--- config.mk ---
export PLATFORM = sky130hd
export DESIGN_NAME = adpcm_4bit_encoder
export DESIGN_NICKNAME = d
export VERILOG_FILES = /design/src/design/adpcm_pkg.sv /design/src/design/adpcm_quant.sv /design/src/design/adpcm_4bit_encoder.sv
export SDC_FILE = /design/constraint.sdc
export NUM_CORES = 1
export LEC_CHECK = 0
export BUFFER_PORTS_ARGS = -buffer_cell sky130_fd_sc_hd__buf_2
export CORE_MARGIN = 1
export CORE_UTILIZATION = 45
export DETAILED_ROUTE_END_ITERATION = 7
export HOLD_SLACK_MARGIN = 0.02
export PLACE_DENSITY = 0.59
export SLEW_MARGIN = 5
export SYNTH_ARGS = -nofsm -noshare
export SYNTH_HDL_FRONTEND = slang
export SYNTH_SLANG_ARGS = --single-unit
--- constraint.sdc ---
create_clock -name clk -period 9.6 [get_ports clk]
set_clock_uncertainty 0.05 [all_clocks]
set_input_delay 1.92 -clock clk [delete_from_list [all_inputs] [get_ports clk]]
set_output_delay 1.92 -clock clk [all_outputs]
set_load 0.05 [all_outputs]
--- src/design/adpcm_pkg.sv ---
package adpcm_pkg;

  localparam int unsigned IDX_MAX  = 48;
  localparam int unsigned MAG_MAX  = 7;
  localparam int unsigned SIGN_POS = 3;

  typedef enum logic [2:0] {
    S_IDLE,
    S_DIFF,
    S_SAT,
    S_DIV2,
    S_DIV1,
    S_DIV0,
    S_UPD
  } enc_state_t;

  // quantizer control: load the remainder, saturation check, or one divide bit
  typedef struct packed {
    logic       load;
    logic       sat;
    logic       div;
    logic [1:0] shift;
  } quant_ctrl_t;

  function automatic logic [10:0] step_size(input logic [5:0] idx);
    logic [10:0] s;
    case (idx)
      6'd0:  s = 11'd16;   6'd1:  s = 11'd17;   6'd2:  s = 11'd19;
      6'd3:  s = 11'd21;   6'd4:  s = 11'd23;   6'd5:  s = 11'd25;
      6'd6:  s = 11'd28;   6'd7:  s = 11'd31;   6'd8:  s = 11'd34;
      6'd9:  s = 11'd37;   6'd10: s = 11'd41;   6'd11: s = 11'd45;
      6'd12: s = 11'd50;   6'd13: s = 11'd55;   6'd14: s = 11'd60;
      6'd15: s = 11'd66;   6'd16: s = 11'd73;   6'd17: s = 11'd80;
      6'd18: s = 11'd88;   6'd19: s = 11'd97;   6'd20: s = 11'd107;
      6'd21: s = 11'd118;  6'd22: s = 11'd130;  6'd23: s = 11'd143;
      6'd24: s = 11'd157;  6'd25: s = 11'd173;  6'd26: s = 11'd190;
      6'd27: s = 11'd209;  6'd28: s = 11'd230;  6'd29: s = 11'd253;
      6'd30: s = 11'd279;  6'd31: s = 11'd307;  6'd32: s = 11'd337;
      6'd33: s = 11'd371;  6'd34: s = 11'd408;  6'd35: s = 11'd449;
      6'd36: s = 11'd494;  6'd37: s = 11'd544;  6'd38: s = 11'd598;
      6'd39: s = 11'd658;  6'd40: s = 11'd724;  6'd41: s = 11'd796;
      6'd42: s = 11'd875;  6'd43: s = 11'd963;  6'd44: s = 11'd1060;
      6'd45: s = 11'd1166; 6'd46: s = 11'd1282; 6'd47: s = 11'd1411;
      default: s = 11'd1552;
    endcase
    return s;
  endfunction

endpackage

--- src/design/adpcm_quant.sv ---
module adpcm_quant
  import adpcm_pkg::*;
(
  input  logic        clk,
  input  quant_ctrl_t ctrl,
  input  logic [17:0] abs_in,
  input  logic [10:0] step,
  output logic [2:0]  mag
);

  logic [17:0] rem;
  logic [17:0] operand;
  logic        ge;
  logic [17:0] rem_sub;

  // one shared compare/subtract against step << shift
  assign operand = {7'd0, step} << ctrl.shift;
  assign ge      = rem >= operand;
  assign rem_sub = rem - operand;

  always_ff @(posedge clk) begin
    if (ctrl.load) begin
      rem <= abs_in;
      mag <= 3'd0;
    end else if (ctrl.sat) begin
      if (ge) begin
        mag <= 3'(MAG_MAX);
      end
    end else if (ctrl.div) begin
      if (ge) begin
        rem <= rem_sub;
        mag <= mag | (3'd1 << ctrl.shift);
      end
    end
  end

endmodule

--- src/design/adpcm_4bit_encoder.sv ---
// 4-bit ADPCM encoder, two samples per transfer.
//
// Input channel (in_valid/in_ready): sample_first and sample_second, unsigned
// 8-bit PCM. Output channel (out_valid/out_ready): code_byte, first code in
// bits 3..0, second in bits 7..4; each code is sign in bit 3, magnitude 2..0.
//
// Each sample runs through six states of a small sequencer: difference against
// the prediction, a saturation check, three restoring compare/subtract steps
// (one magnitude bit each, all on one shared unit), then prediction and step
// index update. out_valid rises at the end of the second sample's update and
// in_ready returns with it.
//
// in_ready is high only while the sequencer is idle. The result sits in an
// output register, so a new item can be taken while it waits; if the receiver
// still stalls when the next item finishes, the sequencer holds before its
// last update until the output register frees up.
//
// Reset (rst, synchronous) clears the prediction and step index to zero,
// drops out_valid and returns the sequencer to idle.
module adpcm_4bit_encoder
  import adpcm_pkg::*;
(
  input  logic       clk,
  input  logic       rst,
  input  logic       in_valid,
  output logic       in_ready,
  input  logic [7:0] sample_first,
  input  logic [7:0] sample_second,
  output logic       out_valid,
  input  logic       out_ready,
  output logic [7:0] code_byte
);

  enc_state_t  state, state_next;
  logic        half;            // 0: first sample, 1: second sample
  logic [7:0]  samp_lo;
  logic [7:0]  samp_hi;
  logic [15:0] pred;
  logic [5:0]  idx;
  logic [10:0] step;
  logic        diff_neg;
  logic [3:0]  code_lo;

  logic [7:0]  samp_cur;
  logic [15:0] diff;
  logic [15:0] diff_abs;
  quant_ctrl_t qctrl;
  logic [2:0]  mag;
  logic        code_neg;
  logic [14:0] prod;
  logic [11:0] delta;
  logic [6:0]  idx_sum;
  logic [5:0]  idx_new;
  logic        upd_go;
  logic        in_xfer;

  assign in_ready = (state == S_IDLE);
  assign in_xfer  = in_valid && in_ready;

  // difference wrapped to 16 bits, and its magnitude
  assign samp_cur = half ? samp_hi : samp_lo;
  assign diff     = {8'd0, samp_cur} - pred;
  assign diff_abs = diff[15] ? 16'(~diff + 16'd1) : diff;

  adpcm_quant u_quant (
    .clk    (clk),
    .ctrl   (qctrl),
    .abs_in ({diff_abs, 2'b00}),
    .step   (step),
    .mag    (mag)
  );

  // a quotient that truncates to zero carries no sign
  assign code_neg = diff_neg && (mag != 3'd0);
  assign prod     = 15'({mag, 1'b1}) * 15'(step);
  assign delta    = prod[14:3];

  // index: -1 for magnitudes 0..3, else +2,+4,+6,+8; clamp to table
  always_comb begin
    if (mag[2]) begin
      idx_sum = 7'(idx) + 7'({mag[1:0], 1'b0}) + 7'd2;
    end else if (idx == 6'd0) begin
      idx_sum = 7'd0;
    end else begin
      idx_sum = 7'(idx) - 7'd1;
    end
    idx_new = (idx_sum > 7'(IDX_MAX)) ? 6'(IDX_MAX) : idx_sum[5:0];
  end

  // the second update needs a free output register
  assign upd_go = !half || !out_valid || out_ready;

  always_comb begin
    state_next  = state;
    qctrl       = '0;
    case (state)
      S_IDLE: begin
        if (in_xfer) begin
          state_next = S_DIFF;
        end
      end
      S_DIFF: begin
        qctrl.load = 1'b1;
        state_next = S_SAT;
      end
      S_SAT: begin
        qctrl.sat   = 1'b1;
        qctrl.shift = 2'd3;
        state_next  = S_DIV2;
      end
      S_DIV2: begin
        qctrl.div   = 1'b1;
        qctrl.shift = 2'd2;
        state_next  = S_DIV1;
      end
      S_DIV1: begin
        qctrl.div   = 1'b1;
        qctrl.shift = 2'd1;
        state_next  = S_DIV0;
      end
      S_DIV0: begin
        qctrl.div   = 1'b1;
        qctrl.shift = 2'd0;
        state_next  = S_UPD;
      end
      S_UPD: begin
        if (upd_go) begin
          state_next = half ? S_IDLE : S_DIFF;
        end
      end
      default: state_next = S_IDLE;
    endcase
  end

  always_ff @(posedge clk) begin
    if (rst) begin
      state <= S_IDLE;
    end else begin
      state <= state_next;
    end
  end

  // control and prediction state
  always_ff @(posedge clk) begin
    if (rst) begin
      half      <= 1'b0;
      pred      <= 16'd0;
      idx       <= 6'd0;
      out_valid <= 1'b0;
    end else begin
      // a finished pair refills the output register in the cycle it drains
      if (state == S_UPD && upd_go && half) begin
        out_valid <= 1'b1;
      end else if (out_valid && out_ready) begin
        out_valid <= 1'b0;
      end
      if (in_xfer) begin
        half <= 1'b0;
      end
      if (state == S_UPD && upd_go) begin
        pred <= code_neg ? pred - 16'(delta) : pred + 16'(delta);
        idx  <= idx_new;
        half <= !half;
      end
    end
  end

  // payload
  always_ff @(posedge clk) begin
    if (in_xfer) begin
      samp_lo <= sample_first;
      samp_hi <= sample_second;
    end
    if (state == S_DIFF) begin
      step     <= step_size(idx);
      diff_neg <= diff[15];
    end
    if (state == S_UPD && upd_go) begin
      if (half) begin
        code_byte <= {code_neg, mag, code_lo};
      end else begin
        code_lo <= {code_neg, mag};
      end
    end
  end

endmodule

After elaboration in Yosys (flattened, before gate mapping)
Memory sizes are Yosys's and may differ from the RTL's. A register that Yosys moved wholly into a read port is not among the register bits.
Cells that the tools add are included.
{ "word_totals": {"in_bits": 20, "out_inout_bits": 10, "elab_cells": 90, "latchBits": 0, "romBits": 704, "mem_bits_rw": 0, "reg_bits": 77, "n_memories": 1} }
{ "op_classes": {"n_div": 0, "magnitude_cmp": 2, "n_mul": 1, "n_bitwise": 4, "shift": 2, "eq_ne": 9, "n_reduce_logical": 24, "n_addsub": 8, "mux": 26} }
{ "memory_table": {"columns": ["name", "depth", "word_bits", "read_ports", "rd_ports_with_merged_regs", "write_ports", "line", "text"], "rows": [
  ["(no name shown)", 64, 11, 1, 1, 0, "adpcm_pkg.sv:27", "case (idx)"]
]} }
{ "op_table": {"columns": ["cell", "count"], "rows": [
  ["18-bit two-way mux", 4],
  ["16-bit two-way mux", 2],
  ["3-bit one-hot mux with 7 select lines", 1],
  ["18-bit >= comparator", 1],
  ["3-bit two-way mux", 6],
  ["11-bit by 2-bit left shift with 18-bit output", 1],
  ["18-bit subtractor", 1],
  ["16-bit by 1-bit adder with 16-bit output (second input constant)", 1],
  ["16-bit by 12-bit adder with 16-bit output", 1],
  ["16-bit NOT", 1],
  ["16-bit by 12-bit subtractor with 16-bit output", 1],
  ["8-bit by 16-bit subtractor with 16-bit output", 1],
  ["4-bit by 11-bit multiplier with 15-bit output", 1],
  ["7-bit two-way mux", 2],
  ["2-bit nonzero test", 5],
  ["3-bit equality test (second input constant)", 3],
  ["1-bit two-way mux", 8],
  ["8-bit two-way mux", 1],
  ["2-bit AND reduction", 4],
  ["6-bit by 3-bit adder with 7-bit output", 1],
  ["7-bit by 2-bit adder with 7-bit output (second input constant)", 1],
  ["7-bit by 6-bit greater-than comparator with 1-bit output (second input constant)", 1],
  ["6-bit by 1-bit subtractor with 7-bit output (second input constant)", 1],
  ["3-bit by 2-bit equality test with 1-bit output (second input constant)", 2],
  ["other kinds (16)", 25]
]} }

Depth between registers and ports, before layout
Gate-level depths: netlist of the first run.
{ "logic_depth": {"ltp_word": 8, "depth_mapped": 25, "depth_no_buf": 25} }

Modules after synthesis
Synthesis of the first run repeated with hierarchy kept, for this count alone.
{ "hier_totals": {"hier_cells": 1035, "area_unflattened_um2": 8569.5} }
{ "by_module_without_submodules": {"columns": ["mod", "cells_each", "instances", "area_each_um2"], "rows": [
  ["adpcm_4bit_encoder", 791, 1, 6542.5],
  ["adpcm_quant", 244, 1, 2026.9]
]} }

Least setup slack after synthesis of the first run
No wires, ideal clock.
{ "synth_path": {"path_type": "register -> register", "from": "register u_quant.mag[2]", "to": "register pred[15]", "period_less_slack_ns": 5.566, "stages_incl_launch_ff": 25, "n_path_buf": 1, "setup_slack_ns": 4.034, "t_arrival_ns": 5.449, "setup_ns": 0.067, "required_ns": 9.483, "path_cell_list": "dfxtp_1 -> inv_1 -> clkbuf_1 -> nor2_1 -> fa_1 -> inv_1 -> fa_1 -> inv_1 -> ha_1 -> a211o_1 -> a221o_1 -> a41oi_2 -> and2_1 -> xnor2_1 -> or3_4 -> or2_2 -> o21ai_0 -> xor2_1 -> ha_1 -> and3_1 -> a21oi_1 -> a31oi_1 -> xor2_1 -> a21o_1 -> a21oi_2"} }
{ "synth_via": {"elab_chain_len": 3, "elab_cells_between_ends": 6, "classes_between": "add/sub (2); mul (1); mux (1); reduce/logical (2)"} }
{ "synth_lines": {"columns": ["element", "line", "text"], "rows": [
  ["from (decl)", "adpcm_quant.sv:8", "output logic [2:0] mag"],
  ["from (signal assigned)", "adpcm_quant.sv:27", "mag <= 3'(MAG_MAX);"],
  ["from (signal assigned)", "adpcm_quant.sv:32", "mag <= mag | (3'd1 << ctrl.shift);"],
  ["4-bit by 11-bit multiplier with 15-bit output / 3-bit nonzero test (equally long branches)", "adpcm_4bit_encoder.sv:75, adpcm_4bit_encoder.sv:74", null],
  ["16-bit by 12-bit adder with 16-bit output (tied with other cells)", "adpcm_4bit_encoder.sv:161", "pred <= code_neg ? pred - 16'(delta) : pred + 16'(delta);"],
  ["16-bit two-way mux *", "adpcm_4bit_encoder.sv:161", null],
  ["to (signal assigned)", "adpcm_4bit_encoder.sv:161", null],
  ["to (decl)", "adpcm_4bit_encoder.sv:38", "logic [15:0] pred;"]
]} }
Every way passes the cells marked *; elsewhere a longest branch is shown, timed or not.
A chain may end at the register's enable or synchronous reset.

Final worst setup path of the first run
{ "layout_path": {"from": "register state[1]", "to": "register u_quant.rem[3], enable pin"} }
{ "layout_via": {"elab_chain_len": 6, "elab_cells_between_ends": 16, "classes_between": "order compare (1); eq/ne (6); shift (1); mux (4); reduce/logical (4)"} }
{ "layout_lines": {"columns": ["element", "line", "text"], "rows": [
  ["from (decl)", "adpcm_4bit_encoder.sv:34", "enc_state_t state, state_next;"],
  ["from (signal assigned)", "adpcm_4bit_encoder.sv:139", "state <= state_next;"],
  ["3-bit equality test / 3-bit by 2-bit equality test with 1-bit output (equally long branches)", "adpcm_4bit_encoder.sv:96", "case (state)"],
  ["2-bit one-hot mux with 3 select lines", "adpcm_4bit_encoder.sv:96", null],
  ["11-bit by 2-bit left shift with 18-bit output", "adpcm_quant.sv:17", "assign operand = {7'd0, step} << ctrl.shift;"],
  ["18-bit >= comparator", "adpcm_quant.sv:18", "assign ge = rem >= operand;"],
  ["2-bit nonzero test (no source line)", null, null],
  ["3-bit AND reduction (no source line) *", null, null],
  ["to (signal assigned)", "adpcm_quant.sv:23", "rem <= abs_in;"],
  ["to (signal assigned)", "adpcm_quant.sv:31", "rem <= rem_sub;"],
  ["to (decl)", "adpcm_quant.sv:11", "logic [17:0] rem;"]
]} }
Marked as above.

==> impl_summary.log, run 1 <==
INFO  metric max-vdd-ir-drop = 0.212 mV
INFO  metric total_power = ~2.3 mW
INFO  metric worst_setup_path_start_kind = flip-flop
INFO  metric synth.area.top_cells = sky130_fd_sc_hd__edfxtp_1 21%, sky130_fd_sc_hd__ha_1 10%, sky130_fd_sc_hd__dfxtp_1 8.0%
INFO  metric hold-worst-slack = 374 ps
INFO  metric post_layout_nonfiller_instances = around 1200
INFO  metric synth_area_leader_cell = sky130_fd_sc_hd__edfxtp_1
INFO  metric rsz0062_at_grt = no
INFO  metric hold_viol_final = 0
INFO  metric post_drt_wl_per_cell = about 17 um
INFO  metric ys_seq_area_share = 29.1%
INFO  metric timing.setup.tns = 0 ps
INFO  metric worst_skew_pair.late_latency = 360 ps
INFO  metric core_region_area = about 17000 um2
INFO  metric post-synth-top-count-cell = sky130_fd_sc_hd__inv_1
INFO  metric routabilityCongestion = 0.872
INFO  metric run_status = completed
INFO  metric drt_first_pass_iters = 5
INFO  metric crit_arrival = between 6000 and 7000 ps
INFO  metric worst_slew_pin_slew = around 1100 ps
INFO  metric tritoncts_sink_count = 88
INFO  metric timing.final.crit_share = 67.6%
INFO  metric global_route_wire_length_before_repair = ~32000 um
INFO  metric yosys.cell_types.count = 66
INFO  metric worst_ep_required_time = 9540 ps
INFO  metric num-nets-final = about 1100
INFO  metric post_synth_net_total = 1046
INFO  metric post_synth_most_frequent_cells = 90 x sky130_fd_sc_hd__inv_1, 89 x sky130_fd_sc_hd__nor2_1, 81 x sky130_fd_sc_hd__a21oi_1
INFO  metric antenna-diode-count = 0
INFO  metric die-area = between 15000 and 20000 um2
INFO  metric comb_power_share = between 60% and 70%
INFO  metric drcViolationCount = 0
INFO  metric wl = between 15000 and 20000 um
INFO  metric grt_start_max_net_pins = 39
INFO  metric dpl-instance-area = roughly 8300 um2
INFO  metric fp.dieW = approximately 140 um
INFO  metric netlist_area = ~8000 um2
INFO  metric crit_path_start = state[1]$_SDFFE_PP0P_
INFO  metric ant_nets = 0
INFO  metric worst_hold_check_path_type = flip-flop to flip-flop
INFO  metric synth_area_per_cell = between 8 and 9 um2
INFO  metric synthesis.instances = approximately 940
INFO  metric synth_top_cell_area_share = roughly a fifth
INFO  metric tritoncts = built
INFO  metric detailedRoute.firstIterationViolations = about 590
INFO  metric fmax = 154 MHz
INFO  metric grt-ovfl-total = 0
INFO  metric dp_cells = about 1200
INFO  metric timing.final.crit_period = 6490 ps
INFO  metric internal_power = 1.25 mW
INFO  metric grt_pass1_vias = 6000
INFO  metric gr-usage-all-layers = between 20 and 25%
INFO  metric postCtsHoldBufs = 0
INFO  metric min_from = code_lo[0]$_DFFE_PP_
INFO  metric antenna_found_initial = 0
INFO  metric finalSetupViolations = 0
INFO  metric hpwl = ~15000 um
INFO  metric cellPowerDensity = between 200 and 300 nW/um2
INFO  metric slew_violations = 0
INFO  metric cp-end-kind = flip-flop
INFO  metric placementRows = 48
INFO  metric area_delta_synth_final = 8.22%
INFO  metric io_pins = 30
INFO  metric htree_num_levels = 3
INFO  metric cts_made_buffers = 9
INFO  metric critical_path.reg2reg.startpoint = state[1]$_SDFFE_PP0P_
INFO  metric initial_util = between 40% and 50%
INFO  metric chipHeight = between 100 and 150 um
INFO  metric clk_pin_slew = ~60 ps
INFO  metric synthFlopType = sky130_fd_sc_hd__edfxtp_1
INFO  metric cts.repair_timing.setup_buffer_count = 0
INFO  metric synth_enable_flop_cells = 56
INFO  metric netSwitchingPower = about 1.0 mW
INFO  metric via_count = between 6000 and 7000
INFO  metric drt-vias-per-instance = around 5.6
INFO  metric cts-root-to-sink-buffers = 2
INFO  metric synth_warn = 0
INFO  metric pwr-share-clk = 17.2%
INFO  metric worstSetupPathType = flip-flop to flip-flop
INFO  metric synth-seq-cells = 88
INFO  metric maxSlewHeadroom = 29.5%
INFO  metric crit_path_max_fanout = 19
INFO  metric cap_violations = 0
INFO  metric drive_above_1_share = under 10%
INFO  metric portBuffers = 29
INFO  metric cts-root-buf = sky130_fd_sc_hd__clkbuf_16
INFO  metric p_seq_share = 21.2%
INFO  metric post_cts_resized = 0
INFO  metric synth-async-reset-ratio = 0%
INFO  metric fin_area = 8640 um2
INFO  metric power.static_leakage = 3.55 nW
INFO  metric switching_share = roughly 45%
-- power groups by stage --
stage / Clock [mW] / Combinational [mW] / Sequential [mW]
finish: 0.389 / 1.40 / 0.480
global route: 0.412 / 1.57 / 0.485
CTS: 0.400 / 1.39 / 0.479
detailed placement: 0 / 1.37 / 0.487
global placement: 0 / 1.36 / 0.485
floorplan: 0 / 1.12 / 0.468
-- path summary, 6_finish.rpt --
check / to / slack, ps / cells after the start
worst max-delay path: u_quant.rem[3]$_DFFE_PP_ / 3110 / 18
worst min-delay path: code_byte[0]$_DFFE_PP_ / 370 / 0
worst max register to register: u_quant.rem[3]$_DFFE_PP_ / 3110 / 18
worst min register to register: code_byte[0]$_DFFE_PP_ / 370 / 0
-- layer usage --
| layer | part of all wire [%] | vias to the layer above | wire (um) | GRT usage [%] |
|---|---|---|---|---|
| met2 | 44 | 165 | 8540 | 32.9 |
| li1 | - | 3339 | - | - |
| met3 | 4.5 | 15 | 878 | 3.33 |
| met4 | 1.1 | 0 | 210 | 5.43 |
| met5 | 0 | - | 0 | 0 |
| met1 | 51 | 3066 | 9930 | 34.2 |
-- stage by stage --
step / worst slack, ps / util (%)
detailed placement: 3220 / 48.0
global route: 2600 / 49.9
CTS: 3190 / 49.9
floorplan: 4030 / -
finish: 3110 / 49.9
global placement: 3210 / 48.0
-- state kept, by name (all words and copies together), names as in the netlist --
register,count
out_valid,1
half,1
pred,16
u_quant.mag,3
code_byte,8
diff_neg,1
state,3
code_lo,4
samp_hi,8
idx,6
step,11
samp_lo,8
u_quant.rem,18
-- worst max-delay path, stage by stage, from the launching register on --
cell	delay [ps]
sky130_fd_sc_hd__dfxtp_1	520
sky130_fd_sc_hd__clkinv_1	310
sky130_fd_sc_hd__nor2_1	160
sky130_fd_sc_hd__buf_4	240
sky130_fd_sc_hd__nor2_1	120
sky130_fd_sc_hd__nor2_1	730
sky130_fd_sc_hd__mux2i_1	310
sky130_fd_sc_hd__or2_2	150
sky130_fd_sc_hd__inv_1	50
sky130_fd_sc_hd__fa_1	440
sky130_fd_sc_hd__nor2b_1	120
sky130_fd_sc_hd__o21ai_0	100
sky130_fd_sc_hd__a21boi_0	390
sky130_fd_sc_hd__o211ai_1	130
sky130_fd_sc_hd__a21oi_1	330
sky130_fd_sc_hd__a21oi_1	200
sky130_fd_sc_hd__o211ai_1	520
sky130_fd_sc_hd__nand2_1	520
sky130_fd_sc_hd__nand2_1	710
-- cell usage in the layout, fill, tap and decap left out, drive strengths merged, types with 15 or more instances in the layout --
master	netlist	routed
inv	91	94
nand3	15	15
fa	22	22
ha	65	65
nand2	79	79
and2	17	17
edfxtp	56	56
mux2i	16	16
buf	10	35
xnor2	39	39
xor2	35	35
dfxtp	32	32
a21oi	83	83
nor2	89	89
o21ai	49	49
o22ai	23	23
-- kinds of logic (layout without fill, tap and decap cells) --
kind of cell / after synthesis / after routing / share of synthesized area (%)
buffers and inverters: 130 / 144 / 6.16
multiplexers: 30 / 30 / 4.12
AND/OR/NAND/NOR: 277 / 277 / 16.6
flip-flops: 88 / 88 / 29.1
AO/OA/AOI/OAI: 253 / 253 / 20.2
adder cells (fa/ha/maj): 87 / 87 / 15.7
XOR/XNOR: 74 / 74 / 8.12
-- area by class of cell --
type | instances | area [um2]
Timing Repair Buffer | 35 | 190
Fill cell | 1751 | 8660
Clock inverter | 7 | 101
Tap cell | 225 | 282
Clock buffer | 9 | 225
Multi-Input combinational cell | 721 | 5170
Sequential cell | 88 | 2320
Inverter | 93 | 349
Power figures use the tool's default switching activity.
==> run 2: changes to the inputs <==
clock period = 6 ns   (was 9.6 ns; I/O delays follow)
==> impl_summary.log, run 2 (synthesis gave the netlist of run 1 again) <==
INFO  metric tritoncts = built
INFO  metric timing.final.crit_period = 5710 ps (-779 ps)
INFO  metric post_drt_wl_per_cell = 16.1 um (-3.0%)
INFO  metric cts-root-to-sink-buffers = 2 (unchanged)
INFO  metric place_ws = 204 ps (-3010 ps)
INFO  metric filler_cell_count = 1663 (-5.0%)
INFO  metric grt_pass1_vias = 6098 (+1.6%)
INFO  metric use_met3 = 3.48% (+0.15 points)
INFO  metric hold_viol_final = 0 (unchanged)
INFO  metric critical_path.reg2reg.startpoint = step[2]$_DFFE_PP_
INFO  metric post_layout_nonfiller_instances = 1191 (+1.1%)
INFO  metric rsz0062_at_grt = yes
INFO  metric crit_arrival = 5870 ps (-550 ps)
INFO  metric fin_area = 8750 um2 (+1.3%)
INFO  metric worst_slew_pin_slew = 886 ps (-171 ps)
INFO  metric dpl-instance-area = 8410 um2 (+1.2%)
INFO  metric worst-path-stages = 24 (+6)
INFO  metric htree_num_levels = 3 (unchanged)
INFO  metric drcViolationCount = 0 (unchanged)
INFO  metric worst_hold_check_path_type = flip-flop to flip-flop
INFO  metric timing.setup.tns = 0 ps (unchanged)
INFO  metric global_route_wire_length_before_repair = 31700 um (-0.52%)
INFO  metric crit_path_cell_trace = buf_4, inv_1, nor2_1, fa_1, inv_1, fa_1, inv_1, ha_1, and4_1, a221o_1, a41oi_2, and2_1, xnor2_1, or3_4, or2_2, o21ai_1, xor2_1, ha_1, and3_1, a21oi_2, a31oi_1, xor2_1, a21o_1, a21oi_2
INFO  metric timing.final.crit_share = 95.1% (+28 points)
INFO  metric clk_pin_slew = 70 ps (about the same)
INFO  metric run_status = completed
INFO  metric routabilityCongestion = 0.845 (-3.1%)
INFO  metric r2r_end = pred[15]$_SDFFE_PP0P_
INFO  metric drt-vias-per-instance = 5.52 (-1.3%)
INFO  metric fp.dieW = 135 um (unchanged)
INFO  metric drt_first_pass_iters = 5 (unchanged)
INFO  metric tritoncts_sink_count = 88 (unchanged)
INFO  metric antenna_found_initial = 0 (unchanged)
INFO  metric wl = 19200 um (-1.9%)
INFO  metric post_cts_resized = 0 (unchanged)
INFO  metric postCtsHoldBufs = 0 (unchanged)
INFO  metric largest_reg_flops = 18 (unchanged)
INFO  metric grt_util_met1 = 33.4% (-0.85 points)
INFO  metric worst_ep_required_time = 6170 ps (-3370 ps)
INFO  metric critical_path.most_common_cell = sky130_fd_sc_hd__inv_1
INFO  metric crit_path_max_fanout = 7 (-12)
INFO  metric worst_setup_path_start_kind = flip-flop
INFO  metric registers_with_the_most_flip_flops = u_quant.rem: 18 flops, pred: 16 flops, step: 11 flops
INFO  metric area_delta_synth_final = 9.60%
INFO  metric chipHeight = 135 um (unchanged)
INFO  metric via_count = 6572 (-0.20%)
INFO  metric cts.repair_timing.setup_buffer_count = 0 (unchanged)
INFO  metric dp_cells = 1175 (+1.1%)
INFO  metric antenna-diode-count = 0 (unchanged)
INFO  metric gr-usage-all-layers = 22.3% (-0.20 points)
INFO  metric r2r_setup_slack = 290 ps (-2820 ps)
INFO  metric num-nets-final = 1068 (+1.2%)
INFO  metric worst_skew_pair.late_latency = 360 ps (about the same)
INFO  metric grt-ovfl-total = 0 (unchanged)
INFO  metric grt_start_max_net_pins = 42 (+7.7%)
INFO  metric cts-root-buf = sky130_fd_sc_hd__clkbuf_16
INFO  metric largest_register = u_quant.rem
INFO  metric final_common_cell = sky130_fd_sc_hd__nor2_1
INFO  metric die-area = 18300 um2 (unchanged)
INFO  metric drive_above_1_share = 10.9% (+2.2 points)
INFO  metric slowest_stage_cell_cp = sky130_fd_sc_hd__fa_1
INFO  metric initial_util = 46.1% (unchanged)
INFO  metric maxSlewHeadroom = 41.0% (+12 points)
INFO  metric max-vdd-ir-drop = 0.287 mV (+35%)
INFO  metric cp-end-kind = flip-flop
INFO  metric power.static_leakage = 3.61 nW (+1.7%)
INFO  metric global_route.usage.met2 = 32.6% (-0.37 points)
INFO  metric worstSetupEndpoint = pred[15]$_SDFFE_PP0P_
INFO  metric finalSetupViolations = 0 (unchanged)
INFO  metric io_pins = 30 (unchanged)
INFO  metric slew_violations = 0 (unchanged)
INFO  metric layout_common_cells = 89 x sky130_fd_sc_hd__nor2_1, 87 x sky130_fd_sc_hd__inv_1, 79 x sky130_fd_sc_hd__nand2_1, 79 x sky130_fd_sc_hd__a21oi_1, 65 x sky130_fd_sc_hd__ha_1
INFO  metric cts_made_buffers = 9 (unchanged)
INFO  metric crit_path_max_incr_delay = 540 ps (-190 ps)
INFO  metric crit_path_start = step[2]$_DFFE_PP_
INFO  metric worstSetupPathType = flip-flop to flip-flop
INFO  metric grt-busiest-layer = met1
INFO  metric core_region_area = 17300 um2 (unchanged)
INFO  metric placementRows = 48 (unchanged)
INFO  metric cap_violations = 0 (unchanged)
INFO  metric setup_ws = 291 ps (-2820 ps)
INFO  metric portBuffers = 29 (unchanged)
INFO  metric dominant_delay_contributor_by_cell_family_on_the_critical_path = adder cells
INFO  metric hpwl = 14900 um (-0.78%)
INFO  metric detailedRoute.firstIterationViolations = 469 (-20%)
INFO  metric total_power = 3.70 mW (+63%)
INFO  metric fmax = 175 MHz (+14%)
INFO  metric ant_nets = 0 (unchanged)
INFO  metric cellPowerDensity = 423 nW/um2 (+61%)
INFO  metric timing.reg2reg.worst_path_depth = 24 (+6)
INFO  metric cp.buffers_inverters = 4 (+1)
-- run 2: metrics by stage --
| step | utilization, % | hold slack (ps) |
|---|---|---|
| 5_1_grt | 50.6 | 386 |
| 3_5_place_dp | 48.6 | 355 |
| 2_1_floorplan | - | 350 |
| 4_1_cts | 50.5 | 367 |
| 3_3_place_gp | 48.6 | 351 |
| 6_report | 50.6 | 364 |
-- run 2: power by group --
group | internal (mW) | switching, mW | leakage, nW
Sequential | 0.712 | 0.0440 | 0.788
Combinational | 0.976 | 1.35 | 2.66
Clock | 0.369 | 0.253 | 0.157
Total | 2.06 | 1.64 | 3.61
-- run 2: how the worst min path moves through the flow --
stage / from / end / slack [ps] / cells past startpoint
floorplan: code_lo[0]$_DFFE_PP_ / code_byte[0]$_DFFE_PP_ / 350 / 0
global placement: code_lo[2]$_DFFE_PP_ / code_byte[2]$_DFFE_PP_ / 350 / 0
detailed placement: code_lo[3]$_DFFE_PP_ / code_byte[3]$_DFFE_PP_ / 360 / 0
CTS: code_lo[2]$_DFFE_PP_ / code_byte[2]$_DFFE_PP_ / 370 / 0
global route: code_lo[3]$_DFFE_PP_ / code_byte[3]$_DFFE_PP_ / 390 / 0
finish: code_lo[2]$_DFFE_PP_ / code_byte[2]$_DFFE_PP_ / 360 / 0
-- run 2: worst register-to-register path, cell delays in order, from the launching register on --
cell and delay (ps):
sky130_fd_sc_hd__edfxtp_1 380, sky130_fd_sc_hd__buf_4 170, sky130_fd_sc_hd__inv_1 90, sky130_fd_sc_hd__nor2_1 70
sky130_fd_sc_hd__fa_1 540, sky130_fd_sc_hd__inv_1 60, sky130_fd_sc_hd__fa_1 510, sky130_fd_sc_hd__inv_1 40
sky130_fd_sc_hd__ha_1 340, sky130_fd_sc_hd__and4_1 240, sky130_fd_sc_hd__a221o_1 390, sky130_fd_sc_hd__a41oi_2 230
sky130_fd_sc_hd__and2_1 160, sky130_fd_sc_hd__xnor2_1 110, sky130_fd_sc_hd__or3_4 430, sky130_fd_sc_hd__or2_2 310
sky130_fd_sc_hd__o21ai_1 150, sky130_fd_sc_hd__xor2_1 90, sky130_fd_sc_hd__ha_1 370, sky130_fd_sc_hd__and3_1 190
sky130_fd_sc_hd__a21oi_2 40, sky130_fd_sc_hd__a31oi_1 210, sky130_fd_sc_hd__xor2_1 200, sky130_fd_sc_hd__a21o_1 150
sky130_fd_sc_hd__a21oi_2 50
-- run 2: final cells by class --
cell class | instances | area [um2] | share of cell area, %
multi-input combinational | 721 | 5180 | 59.2
sequential | 88 | 2320 | 26.6
inverter | 93 | 349 | 3.99
timing repair buffer | 48 | 288 | 3.29
tap | 225 | 282 | 3.22
clock buffer | 9 | 225 | 2.58
clock inverter | 7 | 98.8 | 1.13
-- run 2: layer usage --
metal  wire length [um]  share of wire (%)  up-vias
met3                633                3.3       25
li1                   -                  -     3372
met5                  0                  0        -
met1               9990                 52     3045
met4                379                2.0        0
met2               8190                 43      130
